**src/q64_pkg.sv**
```systemverilog
// Package for the Q64.64 arithmetic unit: payload structs, codes, controller/datapath links.
// No dependencies.
package q64_pkg;

  localparam int FRACTION_BITS = 64;

  typedef enum logic [1:0] {
    CMD_MUL = 2'd0,
    CMD_DIV = 2'd1,
    CMD_MINV = 2'd2,
    CMD_INV = 2'd3
  } cmd_t;

  typedef enum logic [1:0] {
    ST_OK = 2'd0,
    ST_MUL_OVF = 2'd1,
    ST_DIV_ZERO = 2'd2,
    ST_INV_SMALL = 2'd3
  } status_t;

  typedef struct packed {
    logic [1:0] cmd;
    logic signed [63:0] a_high;
    logic [63:0] a_low;
    logic signed [63:0] b_high;
    logic [63:0] b_low;
  } in_item_t;

  typedef struct packed {
    logic signed [63:0] result_high;
    logic [63:0] result_low;
    logic [1:0] status;
  } out_item_t;

  // Datapath operations issued by the controller.
  typedef enum logic [2:0] {
    OP_NONE = 3'd0,
    OP_LOAD = 3'd1,  // capture operands, form magnitudes
    OP_MAC = 3'd2,   // one 32x32 partial product into the accumulator
    OP_DSTEP = 3'd3, // one restoring division step
    OP_CHK = 3'd4,   // set up invert check multiply
    OP_FIN = 3'd5    // finish: sign, correction, result register
  } op_t;

  typedef struct packed {
    op_t op;
    logic [4:0] idx;    // partial product index
    logic [7:0] shift;  // accumulator word offset in 32-bit units (<<5)
  } dp_cmd_t;

  typedef struct packed {
    logic b_zero;
    logic v_small;
  } dp_status_t;

endpackage

```
**src/q64_ctrl.sv**
```systemverilog
// Controller for the Q64.64 unit: sequences multiply and divide steps.
// Uses q64_pkg; drives q64_datapath through dp_cmd_t.
module q64_ctrl #(
  parameter int FRAC = q64_pkg::FRACTION_BITS
) (
  input  logic clk,
  input  logic rst,
  input  logic in_valid,
  input  logic [1:0] in_cmd,
  input  logic out_stall,
  input  q64_pkg::dp_status_t dstat,
  output logic in_stall,
  output logic out_valid,
  output q64_pkg::dp_cmd_t dcmd
);

  typedef enum logic [2:0] {S_IDLE, S_MUL, S_DIV, S_CHK, S_MUL2, S_FIN, S_OUT} state_t;

  localparam int DSTEPS = 128 + FRAC;

  state_t state;
  logic [1:0] cmd;
  logic [7:0] cnt;
  logic [3:0] pp;
  logic pp_ok;
  logic [2:0] wsum;

  assign in_stall = (state != S_IDLE) || (out_valid && out_stall);
  // limb indices: x = pp[3:2], y = pp[1:0]; word weight = x + y
  assign wsum = {1'b0, pp[3:2]} + {1'b0, pp[1:0]};
  // inverse multiply: drop the four products that form a_low*b_low
  // (x and y limbs both below 2); all other products are kept
  assign pp_ok = (cmd == q64_pkg::CMD_MUL) ? 1'b1
               : !(pp[3] == 1'b0 && pp[1] == 1'b0);

  always_comb begin
    dcmd.op = q64_pkg::OP_NONE;
    dcmd.idx = {1'b0, pp};
    dcmd.shift = {wsum, 5'd0};
    unique case (state)
      S_IDLE: if (in_valid && !in_stall) dcmd.op = q64_pkg::OP_LOAD;
      S_MUL, S_MUL2: if (pp_ok) dcmd.op = q64_pkg::OP_MAC;
      S_DIV: dcmd.op = q64_pkg::OP_DSTEP;
      S_CHK: dcmd.op = q64_pkg::OP_CHK;
      S_FIN: dcmd.op = q64_pkg::OP_FIN;
      default: ;
    endcase
  end

  always_ff @(posedge clk) begin
    if (rst) begin
      state <= S_IDLE;
      out_valid <= 1'b0;
      cnt <= '0;
      pp <= '0;
      cmd <= '0;
    end else begin
      if (out_valid && !out_stall) out_valid <= 1'b0;
      unique case (state)
        S_IDLE: if (in_valid && !in_stall) begin
          cmd <= in_cmd;
          pp <= '0;
          cnt <= '0;
          if (in_cmd == q64_pkg::CMD_MUL || in_cmd == q64_pkg::CMD_MINV) state <= S_MUL;
          else state <= S_DIV;
        end
        S_MUL, S_MUL2: begin
          pp <= pp + 4'd1;
          if (pp == 4'hf) state <= S_FIN;
        end
        S_DIV: begin
          cnt <= cnt + 8'd1;
          if ((cmd == q64_pkg::CMD_DIV && dstat.b_zero) ||
              (cmd == q64_pkg::CMD_INV && dstat.v_small)) state <= S_FIN;
          else if (cnt == 8'(DSTEPS - 1))
            state <= (cmd == q64_pkg::CMD_INV) ? S_CHK : S_FIN;
        end
        S_CHK: begin
          cmd <= q64_pkg::CMD_INV;
          pp <= '0;
          state <= S_MUL2;
        end
        S_FIN: begin
          out_valid <= 1'b1;
          state <= S_OUT;
        end
        default: if (!out_valid || !out_stall) state <= S_IDLE;
      endcase
    end
  end

`ifndef SYNTHESIS
  a_busy_stall: assert property (@(posedge clk) disable iff (rst)
    (state == S_DIV) |-> in_stall) else $error("input taken while dividing");
  a_fin_valid: assert property (@(posedge clk) disable iff (rst)
    (state == S_FIN) |=> out_valid) else $error("result not presented");
  a_hold: assert property (@(posedge clk) disable iff (rst)
    (out_valid && out_stall) |=> out_valid) else $error("stalled result dropped");
`endif

endmodule

```
**config.mk**
```make
export PLATFORM = sky130hd
export DESIGN_NAME = q64_ctrl
export DESIGN_NICKNAME = d
export VERILOG_FILES = /design/src/q64_pkg.sv /design/src/q64_ctrl.sv
export SDC_FILE = /design/constraint.sdc
export NUM_CORES = 1
export LEC_CHECK = 0
export BUFFER_PORTS_ARGS = -buffer_cell sky130_fd_sc_hd__buf_2
export CAP_MARGIN = 25
export CORE_ASPECT_RATIO = 0.6
export CORE_MARGIN = 4
export CORE_UTILIZATION = 50
export CTS_BUF_LIST = sky130_fd_sc_hd__clkbuf_8
export CTS_CLUSTER_DIAMETER = 30
export CTS_CLUSTER_SIZE = 24
export DETAILED_ROUTE_END_ITERATION = 8
export GPL_TIMING_DRIVEN = 0
export PLACE_DENSITY = 0.83
export SLEW_MARGIN = 15
export SYNTH_ARGS = -nofsm -noshare
export SYNTH_HDL_FRONTEND = slang
export SYNTH_SLANG_ARGS = --single-unit
```
**constraint.sdc**
```tcl
create_clock -name clk -period 1.6 [get_ports clk]
set_clock_uncertainty 0.1 [all_clocks]
set_input_delay 0.24 -clock clk [delete_from_list [all_inputs] [get_ports clk]]
set_output_delay 0.24 -clock clk [all_outputs]
set_load 0.1 [all_outputs]
```
Word level (Yosys, flattened, before mapping)
Index checks and enable logic that the tools add are counted.
{ "classes": {"reduce_logical": 28, "n_mux": 20, "eq_ne": 13, "n_addsub": 3, "n_bitwise": 2} }
{ "ops": {"columns": ["operator", "count"], "rows": [
  ["3-bit one-hot mux with 5 select lines", 2],
  ["3-bit 2-to-1 mux", 6],
  ["8-bit one-hot mux with 2 select lines", 1],
  ["4-bit one-hot mux with 3 select lines", 1],
  ["8-bit by 1-bit adder with 8-bit output, second input constant", 1],
  ["8-bit equality test, second input constant", 1],
  ["8-bit 2-to-1 mux", 1],
  ["3-bit by 2-bit equality test with 1-bit output, second input constant", 2],
  ["3-bit equality test, second input constant", 2],
  ["1-bit logical AND", 6],
  ["2-bit 2-to-1 mux", 3],
  ["2-bit AND reduction", 3],
  ["2-bit nonzero test", 3],
  ["3-bit nonzero test", 2],
  ["6-bit nonzero test", 1],
  ["4-bit by 1-bit adder with 4-bit output, second input constant", 1],
  ["2-bit equality test, second input constant", 2],
  ["4-bit equality test, second input constant", 1],
  ["1-bit logical NOT", 4],
  ["2-bit logical NOT", 2],
  ["1-bit logical OR", 4],
  ["1-bit 2-to-1 mux", 4],
  ["4-bit 2-to-1 mux", 1],
  ["2-bit inequality test, second input constant", 2],
  ["9 further kinds", 10]
]} }
{ "word_totals": {"inputBits": 8, "register_bits": 18, "wordCells": 71, "out_inout_bits": 18} }

Longest topological paths before layout
Gate-level depths: netlist of the first run.
{ "depth": {"word_depth": 6, "depth_mapped": 6, "ltp_nobuf": 5} }

Least setup slack after synthesis of the first run
No wires, ideal clock.
{ "synth_timing": {"path_type": "reg-to-output", "startpoint": "register pp[0]", "endpoint": "output dcmd[6] in the netlist's numbering", "arrival_time_ns": 2.190, "setup_slack_ns": -0.930, "required_time_ns": 1.260, "path_buffers": 0, "path_stages_with_launch": 3, "cell_sequence": "dfxtp_1 ha_1 fa_1"} }
{ "synth_lines": {"columns": ["item", "line", "text"], "rows": [
  ["start: declaration", "q64_ctrl.sv:24", "logic [3:0] pp;"],
  ["start signal: assignment", "q64_ctrl.sv:68", "pp <= pp + 4'd1;"],
  ["end: declaration", "q64_ctrl.sv:14", "output q64_pkg::dp_cmd_t dcmd"]
]} }

==> flow_summary.ini, run 1 <==
[pwr]
p_sw_share_pct = 52.65
clkPwrFrac_pct = 7.4
p_per_area_nw_per_um2 = 2523
peakVddDrop_mv = 2.300
cellLeakagePower_nw = 0.7990
p_total_mw = 5.124
p_seq_share_pct = 14.0
net-switching-power_mw = 2.698
comb_power_share_pct = 78.6
intPower_mw = 2.426

[worst_setup_path]
critPathMaxFanout = 3
cpPeakStageDelay_ps = 400
start_kind = flop
crit_chain = a2111oi_4, nand2_2, a21oi_2, or2_4, buf_12
cpMaxStageDelayCell = a2111oi_4
endpoint_kind = primary output
cp_num_buf_inv = 1
crit_arrival_ps = 1700
criticalPathCategory = flop to primary output
cpLargestDelayFamily = compound AO/OA/AOI/OAI gates
required_ps = 1260

[routing]
post_drt_wl_per_cell_um = 23.40
dr_wl_met2_um = 2334
wl_met3_um = 607
drt_iter0_drc = 198
drt-total-wl_um = 5335
top_layer_used = met4
drtPass1Iterations = 5
ant_nets = 0
routed-via-count = 1551
via_per_inst = 6.803
met1_length_um = 2112
drt_drc_violations_left = 0

[cells_and_area]
n_antenna_cell = 0
fin_nets = 212
area_delta_synth_final_pct = 68.89
fin_cells = 228
drive_above_1_share_pct = 54.04

[synthesis]
synth_top_area_cell = dfxtp_1
avgSynthCellArea_sq_um = 8.528
synth_area_leaders = dfxtp_1 30%, a21oi_1 5.8%, mux2i_1 5.0%
ys_types = 47
synth_commonest_cells = 18 x dfxtp_1, 16 x nand2_1, 14 x a21oi_1, 9 x nor2_1
synth_top_area_share_pct = 29.97
ys_ff_latch = 18
synth_most_common_cell = dfxtp_1
synth_cells = 141
synth_ff_type = dfxtp_1
synth_edf_count = 0
yosys_warnings = 0
async_flop_share_pct = 0
netlist_area_sq_um = 1202
seq_area_frac_synth_pct = 29.97

[clocking]
clk_latency_ps = 250
cts_buffer_depth = 2
cts_made_buffers = 3
htreeDepth = 1
ctsRootBufferMaster = clkbuf_8
clk_pin_slew_ps = 70
ctsHoldBuffers = 0
cts.sinks = 18
cts_tree = done

[floorplan]
rows = 13
die_area_sq_um = 3279
ios = 26
core_sq_um = 2228
start_util_pct = 53.96
die_h_um = 45.99
die_width_um = 71.31

[placed_design]
pre_cts_slack_ps = -573.9
dp.cells = 195
gp_congestion = 0.9617
hpwl_um = 2355
port_buffers = 19

[run_status]
outcome = finished with violations
violations = setup timing

[global_route]
grt_max_degree = 11
track_usage_pct = 25.85
grt_overflow = 0
grt_pass1_wl_um = 6396
grt_pass1_vias = 1257
antenna_found_initial = 0

[sta]
maxSlewHeadroom_pct = 60.73
rsz0062_at_grt = true
hold_viol = 0
min_period_ps = 2043
period_share_pct = 127.7
tightest_slew_ps = 585.6
setup_viol = 22
slew_violations = 0
fin_setup_tns_ps = -4131
fin_ws_ps = -442.7
fmax_mhz = 489.6

[worst_hold_path]
hold_path_class = input pin to flop

[flow_run]
cap_violations = 0
final timing paths:
kind	from	endpoint	cells past startpoint	slack [ps]
worst min register to register	pp[3]	pp[3]	2	440
worst max-delay path	state[0]	dcmd[13]	5	-440
worst min-delay path	rst	pp[3]	4	210
worst max register to register	state[0]	cmd[0]	7	-280
power groups by stage:
stage               combinational [mW]  sequential (mW)  clock, mW
CTS                               3.20            0.709      0.372
detailed placement                2.42            0.682          0
floorplan                         1.99            0.784          0
finish                            4.03            0.716      0.378
global placement                  2.38            0.672          0
global route                      4.13            0.726      0.399
kinds of logic (layout without fill, tap and decap cells):
logic type,after synthesis,count (layout),synth area share [%]
xor+xnor,2,2,1.457
fa+ha+maj,5,5,5.827
compound gates,42,42,26.12
mux,6,6,4.995
simple gates,49,49,22.37
buf+inv,18,70,8.949
other cells,1,6,0.3119
flops,18,18,29.97
layer usage:
layer  vias to the layer above  track usage, %
li1                        632               -
met1                       728           33.51
met2                       144           41.24
met3                        47           6.828
met4                         0           10.86
met5                         -               0
final cells by class:
class	instances	area, sq um
multi-input cells	110	959.7
repair buffers	48	442.9
flip-flops and latches	18	399.1
fillers	79	197.7
plain buffers	12	112.6
clock buffers	4	55.05
well taps	30	37.54
inverters	6	23.77
flip-flops by register name, summed over array words and instances, names as in the netlist:
name / flops
out_valid: 1
cnt: 8
cmd: 2
state: 3
pp: 4
layout by cell type (no fill, tap or decap), types with 7 or more instances in the layout:
| master | Yosys | final |
|---|---|---|
| dfxtp_1 | 18 | 7 |
| buf_12 | 0 | 7 |
| nand2_1 | 16 | 13 |
| a21oi_1 | 14 | 10 |
| buf_2 | 2 | 11 |
| buf_4 | 6 | 29 |
| dfxtp_4 | 0 | 10 |
what timing repair did:
item                       CTS  global route
setup buffers               13            16
resized for setup           45            33
pin swaps                   16            16
setup endpoints to repair   15            18
metrics by stage:
stage / util [%] / hold WS (ps) / instance area, sq um
floorplan: - / 283.4 / 1301
global placement: 64.35 / 383.0 / 1434
detailed placement: 64.35 / 390.5 / 1434
CTS: 79.11 / 170.4 / 1763
global route: 91.13 / 240.9 / 2031
finish: 91.13 / 214.6 / 2031
worst reg2reg max path: stages, from the launching register on:
cell       delay, ps
dfxtp_4          360
a2111oi_4        400
nand2_2          180
buf_4            170
buf_6            100
buf_4            150
mux2i_1          170
a21oi_1          100
Power figures use the tool's default switching activity.
==> run 2, diff against run 1 <==
--- a/config.mk
+++ b/config.mk
@@ -16,6 +16,7 @@
 export DETAILED_ROUTE_END_ITERATION = 8
 export GPL_TIMING_DRIVEN = 0
 export PLACE_DENSITY = 0.83
+export SKIP_LAST_GASP = 1
 export SLEW_MARGIN = 15
 export SYNTH_ARGS = -nofsm -noshare
 export SYNTH_HDL_FRONTEND = slang
==> flow_summary.ini, run 2 (same netlist as run 1, synthesis figures left out) <==
[sta]
fmax_mhz = 489.4
slew_violations = 0
maxSlewHeadroom_pct = 57.25
setup_viol = 23
rsz0062_at_grt = true
tightest_slew_ps = 641.2
hold_viol = 0
period_share_pct = 127.7
min_period_ps = 2043
fin_ws_ps = -443.4

[global_route]
antenna_found_initial = 0
grt_max_degree = 11
grt_overflow = 0
track_usage_pct = 25.91
grt_pass1_wl_um = 6368
grt_pass1_vias = 1251

[pwr]
peakVddDrop_mv = 2.231
p_per_area_nw_per_um2 = 2582
cellLeakagePower_nw = 0.7942
p_total_mw = 5.249

[worst_setup_path]
worstSetupStartpoint = state[1]
required_ps = 1260
criticalPathCategory = flop to primary output
endpoint_kind = primary output
cpMaxStageDelayCell = a2111oi_4
rrSetupSlack_ps = -300
start_kind = flop
cpPeakStageDelay_ps = 400
crit_chain = a2111oi_4, nand2_2, a21oi_4, or2_4, buf_12
reg2reg_depth = 7
rr_endpoint = state[2]
critPathMaxFanout = 3
reg2reg_from = state[0]
crit_arrival_ps = 1700

[routing]
drtPass1Iterations = 8
ant_nets = 0
drt_iter0_drc = 333
drt-total-wl_um = 5684
drt_drc_violations_left = 0
post_drt_wl_per_cell_um = 25.15
routed-via-count = 1618
via_per_inst = 7.159

[cells_and_area]
fin_util_pct = 91.24
largest_reg_flops = 8
layout_commonest_cell = buf_4
final_cell_mix = 27 x buf_4, 13 x nand2_1, 12 x buf_2, 10 x a21oi_1, 9 x dfxtp_4
regMostFlops = cnt
area_delta_synth_final_pct = 69.09
top_regs = cnt: 8 flops, pp: 4 flops, state: 3 flops
n_antenna_cell = 0
drive_above_1_share_pct = 53.06
fin_nets = 210

[worst_hold_path]
worstHoldStart = in_cmd[1]
worstHoldPathCells = 3
hold_end = cmd[1]
hold_path_class = input pin to flop

[floorplan]
rows = 13
start_util_pct = 53.96
die_h_um = 45.99
ios = 26
die_area_sq_um = 3279
die_width_um = 71.31
core_sq_um = 2228

[run_status]
violations = setup timing
outcome = finished with violations

[clocking]
cts_buffer_depth = 2
cts.sinks = 18
cts_made_buffers = 3
clk_latency_ps = 260
ctsRootBufferMaster = clkbuf_8
cts_tree = done
htreeDepth = 1
clk_pin_slew_ps = 80

[placed_design]
port_buffers = 19
gp_congestion = 0.9617
hpwl_um = 2355

[flow_run]
cap_violations = 0
run 2: cell count changes in the layout (fill, tap and decap cells not counted), sizes merged:
cell,change
clkbuf,-1
buf,-1
run 2: how the worst max path moves through the flow:
stage,endpoint
3_3_place_gp,dcmd[13]
6_report,dcmd[13]
2_1_floorplan,dcmd[6]
4_1_cts,dcmd[13]
5_1_grt,dcmd[13]
3_5_place_dp,dcmd[13]
run 2: routing by layer:
layer	global-route usage, %	wire length [um]	part of all wire [%]
met4	10.86	580	10
met3	7.489	797	14
met2	40.51	2245	39
met1	33.82	2060	36
met5	0	0	0
run 2: worst max-delay path, delay by kind of cell, from the launching register on:
family,cells,cell delay (ps)
AO/OA/AOI/OAI,2,600
flip-flops,1,350
buffers and inverters,1,160
AND/OR/NAND/NOR,2,330
run 2: cell type report:
type,count,area [sq um]
plain buffers,12,118.9
multi-input cells,110,982.2
clock buffers,4,55.05
fillers,85,195.2
repair buffers,46,420.4
inverters,6,23.77
well taps,30,37.54
flip-flops and latches,18,395.4
run 2: timing repair:
action | CTS | global route
setup buffers | 13 | 14
hold buffers | 0 | 0
endpoints found under the setup margin | 15 | 22
pin swaps | 15 | 15
gates resized for setup | 41 | 37
run 2: power by group:
group / total, mW / internal, mW / switching, mW
logic: 4.15 / 1.68 / 2.47
registers: 0.709 / 0.562 / 0.147
clock network: 0.389 / 0.219 / 0.170
run 2: per-stage QoR:
step	setup WS, ps	cell area, sq um	TNS (ps)	hold slack (ps)	std cells
6_report	-443.4	2033	-4507	179.5	226
5_1_grt	-492.5	2033	-5248	192.4	226
4_1_cts	-314.5	1744	-1114	170.4	212
3_5_place_dp	-573.9	1434	-2569	390.5	195
3_3_place_gp	-565.3	1434	-2289	383.0	195
2_1_floorplan	-301.5	1301	-1075	283.4	146
==> run 3, diff against run 2 <==
--- a/config.mk
+++ b/config.mk
@@ -5,17 +5,17 @@
 export SDC_FILE = /design/constraint.sdc
 export NUM_CORES = 1
 export LEC_CHECK = 0
+export ABC_AREA = 1
 export BUFFER_PORTS_ARGS = -buffer_cell sky130_fd_sc_hd__buf_2
 export CAP_MARGIN = 25
-export CORE_ASPECT_RATIO = 0.6
 export CORE_MARGIN = 4
-export CORE_UTILIZATION = 50
+export CORE_UTILIZATION = 55
 export CTS_BUF_LIST = sky130_fd_sc_hd__clkbuf_8
 export CTS_CLUSTER_DIAMETER = 30
 export CTS_CLUSTER_SIZE = 24
 export DETAILED_ROUTE_END_ITERATION = 8
 export GPL_TIMING_DRIVEN = 0
-export PLACE_DENSITY = 0.83
+export PLACE_DENSITY = 0.87
 export SKIP_LAST_GASP = 1
 export SLEW_MARGIN = 15
 export SYNTH_ARGS = -nofsm -noshare
==> constraint.sdc (replaced) <==
create_clock -name clk -period 2.2 [get_ports clk]
set_clock_uncertainty 0.1 [all_clocks]
set_input_delay 0.33 -clock clk [delete_from_list [all_inputs] [get_ports clk]]
set_output_delay 0.33 -clock clk [all_outputs]
set_load 0.1 [all_outputs]
==> flow_summary.ini, run 3 <==
[sta]
min_period_ps = 2108
rsz0062_at_grt = true
holdWs_ps = 251.9
hold_viol = 0
slew_violations = 0
fmax_mhz = 474.4
setup_viol = 0
period_share_pct = 95.82
fin_setup_tns_ps = 0

[routing]
drt-total-wl_um = 2573
via_per_inst = 5.067
drt_drc_violations_left = 0
post_drt_wl_per_cell_um = 11.44
drt_iter0_drc = 37
drtPass1Iterations = 4
routed-via-count = 1140
ant_nets = 0

[worst_setup_path]
rrSetupSlack_ps = 590
criticalPathCategory = flop to primary output
rr_endpoint = state[0]
cpMaxStageDelayCell = dfxtp_1
cpLargestDelayFamily = buffers and inverters
reg2reg_from = cnt[0]
crit_chain = inv_1, nand2_1, nand3_1, o21ai_4, buf_2
start_kind = flop
crit_arrival_ps = 1680
cpPeakStageDelay_ps = 490
required_ps = 1770
endpoint_kind = primary output
reg2reg_depth = 8
critPathMaxFanout = 7
cp_num_buf_inv = 2

[clocking]
cts_made_buffers = 3
ctsRootBufferMaster = clkbuf_8
cts.sinks = 18
cts_buffer_depth = 2
htreeDepth = 1
cts_setup_buffers = 0
clk_pin_slew_ps = 70
cts_tree = done
clk_latency_ps = 250

[synthesis]
muxShareOfSynthArea_pct = 0
synth_top_area_share_pct = 31.14
synth_edf_count = 0
synth_area_leaders = dfxtp_1 31%, nand2_1 13%, a21oi_1 8.2%
avgSynthCellArea_sq_um = 6.768
netlist_area_sq_um = 1157
yosys_warnings = 0
synth_ff_type = dfxtp_1
async_flop_share_pct = 0
synth_top_family_by_area = simple AND/OR/NAND/NOR gates
seq_area_frac_synth_pct = 31.14
synth-xor-area-share_pct = 0
synth_cells = 171
synthSimpleGateAreaFrac_pct = 34.59
synth_compound_area_share_pct = 15.24
ys_ff_latch = 18
synth_commonest_cells = 40 x nand2_1, 19 x a21oi_1, 19 x inv_1, 18 x dfxtp_1, 14 x nand3_1
synth_fa_ha_area_share_pct = 6.054
synth_most_common_cell = nand2_1
ys_types = 26
synth_top_area_cell = dfxtp_1

[global_route]
grt_max_degree = 11
grt_pass1_wl_um = 4326
grt_pass1_vias = 1036
antenna_found_initial = 0
grt_overflow = 0
track_usage_pct = 20.22

[placed_design]
hpwl_um = 2010
port_buffers = 19
gp_congestion = 0.9238

[pwr]
p_per_area_nw_per_um2 = 1557
cellLeakagePower_nw = 0.6889
peakVddDrop_mv = 1.293

[cells_and_area]
regMostFlops = cnt
largest_reg_flops = 8
final_cell_mix = 40 x nand2_1, 19 x inv_1, 18 x a21oi_1, 17 x buf_2, 14 x nand3_1
area_delta_synth_final_pct = 21.08
top_regs = cnt: 8 flops, pp: 4 flops, state: 3 flops
n_antenna_cell = 0
fin_nets = 213
layout_commonest_cell = nand2_1
num-fill-cells = 163
drive_above_1_share_pct = 27.27

[floorplan]
die_h_um = 53.87
start_util_pct = 58.40
core_sq_um = 1982
rows = 16
die_width_um = 53.87
ios = 26
die_area_sq_um = 2902

[run_status]
outcome = finished clean

[worst_hold_path]
worstHoldPathCells = 3
hold_path_class = input pin to flop
hold_end = cmd[1]
worstHoldStart = in_cmd[1]

[flow_run]
cap_violations = 0
==> run 3: per-stage QoR <==
stage	cells	utilization [%]	worst slack (ps)	power (mW)	instance area, sq um
after floorplan	176	-	71.59	1.689	1207
after global placement	222	67.42	144.2	1.857	1336
after detailed placement	222	67.42	144.5	1.885	1336
after CTS	225	69.82	12.91	2.136	1384
after global routing	225	70.71	-25.42	2.311	1401
final	225	70.71	92.01	2.182	1401
==> run 3: worst max-delay path by stage <==
stage	slack, ps	startpoint	depth (start not counted)	end
2_1_floorplan	70	pp[3]	4	dcmd[14]
3_3_place_gp	140	state[2]	8	dcmd[13]
3_5_place_dp	140	state[2]	8	dcmd[13]
4_1_cts	10	pp[0]	3	dcmd[6]
5_1_grt	-30	state[0]	5	dcmd[15]
6_report	90	state[0]	5	dcmd[14]
==> run 3: power by group <==
group	switching, mW	internal, mW	leakage [nW]
sequential	0.0930	0.389	0.149
clock	0.109	0.122	0.0216
combinational	1.12	0.352	0.518
==> run 3: cells by family (layout without fill, tap and decap cells) <==
group | count (synthesis) | count (layout)
adders and majority gates | 5 | 5
and+or+nand+nor | 84 | 84
buffers and inverters | 30 | 52
DFF | 18 | 18
AOI/OAI and AO/OA | 33 | 33
other | 1 | 6
==> run 3: repair_timing <==
| action | in CTS | in global routing |
|---|---|---|
| resized for setup | 2 | 5 |
| pin swaps | 0 | 0 |
| hold buffers | 0 | 0 |
| endpoints found under the setup margin | 1 | 2 |
==> run 3: cell type report <==
class	count	area (sq um)	share of cell area [%]
timing repair buffer	19	112.6	8.036
sequential	18	367.9	26.25
multi-input combinational	128	699.4	49.91
buffer	7	57.56	4.107
clock buffer	3	41.29	2.946
inverter	23	88.84	6.339
tap	27	33.78	2.411
==> run 3: worst min-delay path, cell delays in order <==
cell and delay (ps):
buf_2 70, a21oi_1 50, a21oi_1 110
==> run 3: per-layer routing <==
metal | global-route usage, % | up-vias | share of wire (%)
met2 | 32.86 | 26 | 48
met4 | 10.64 | 0 | 0.97
met5 | 0 | - | 0
met3 | 2.770 | 4 | 4.0
li1 | - | 600 | -
met1 | 25.72 | 510 | 47
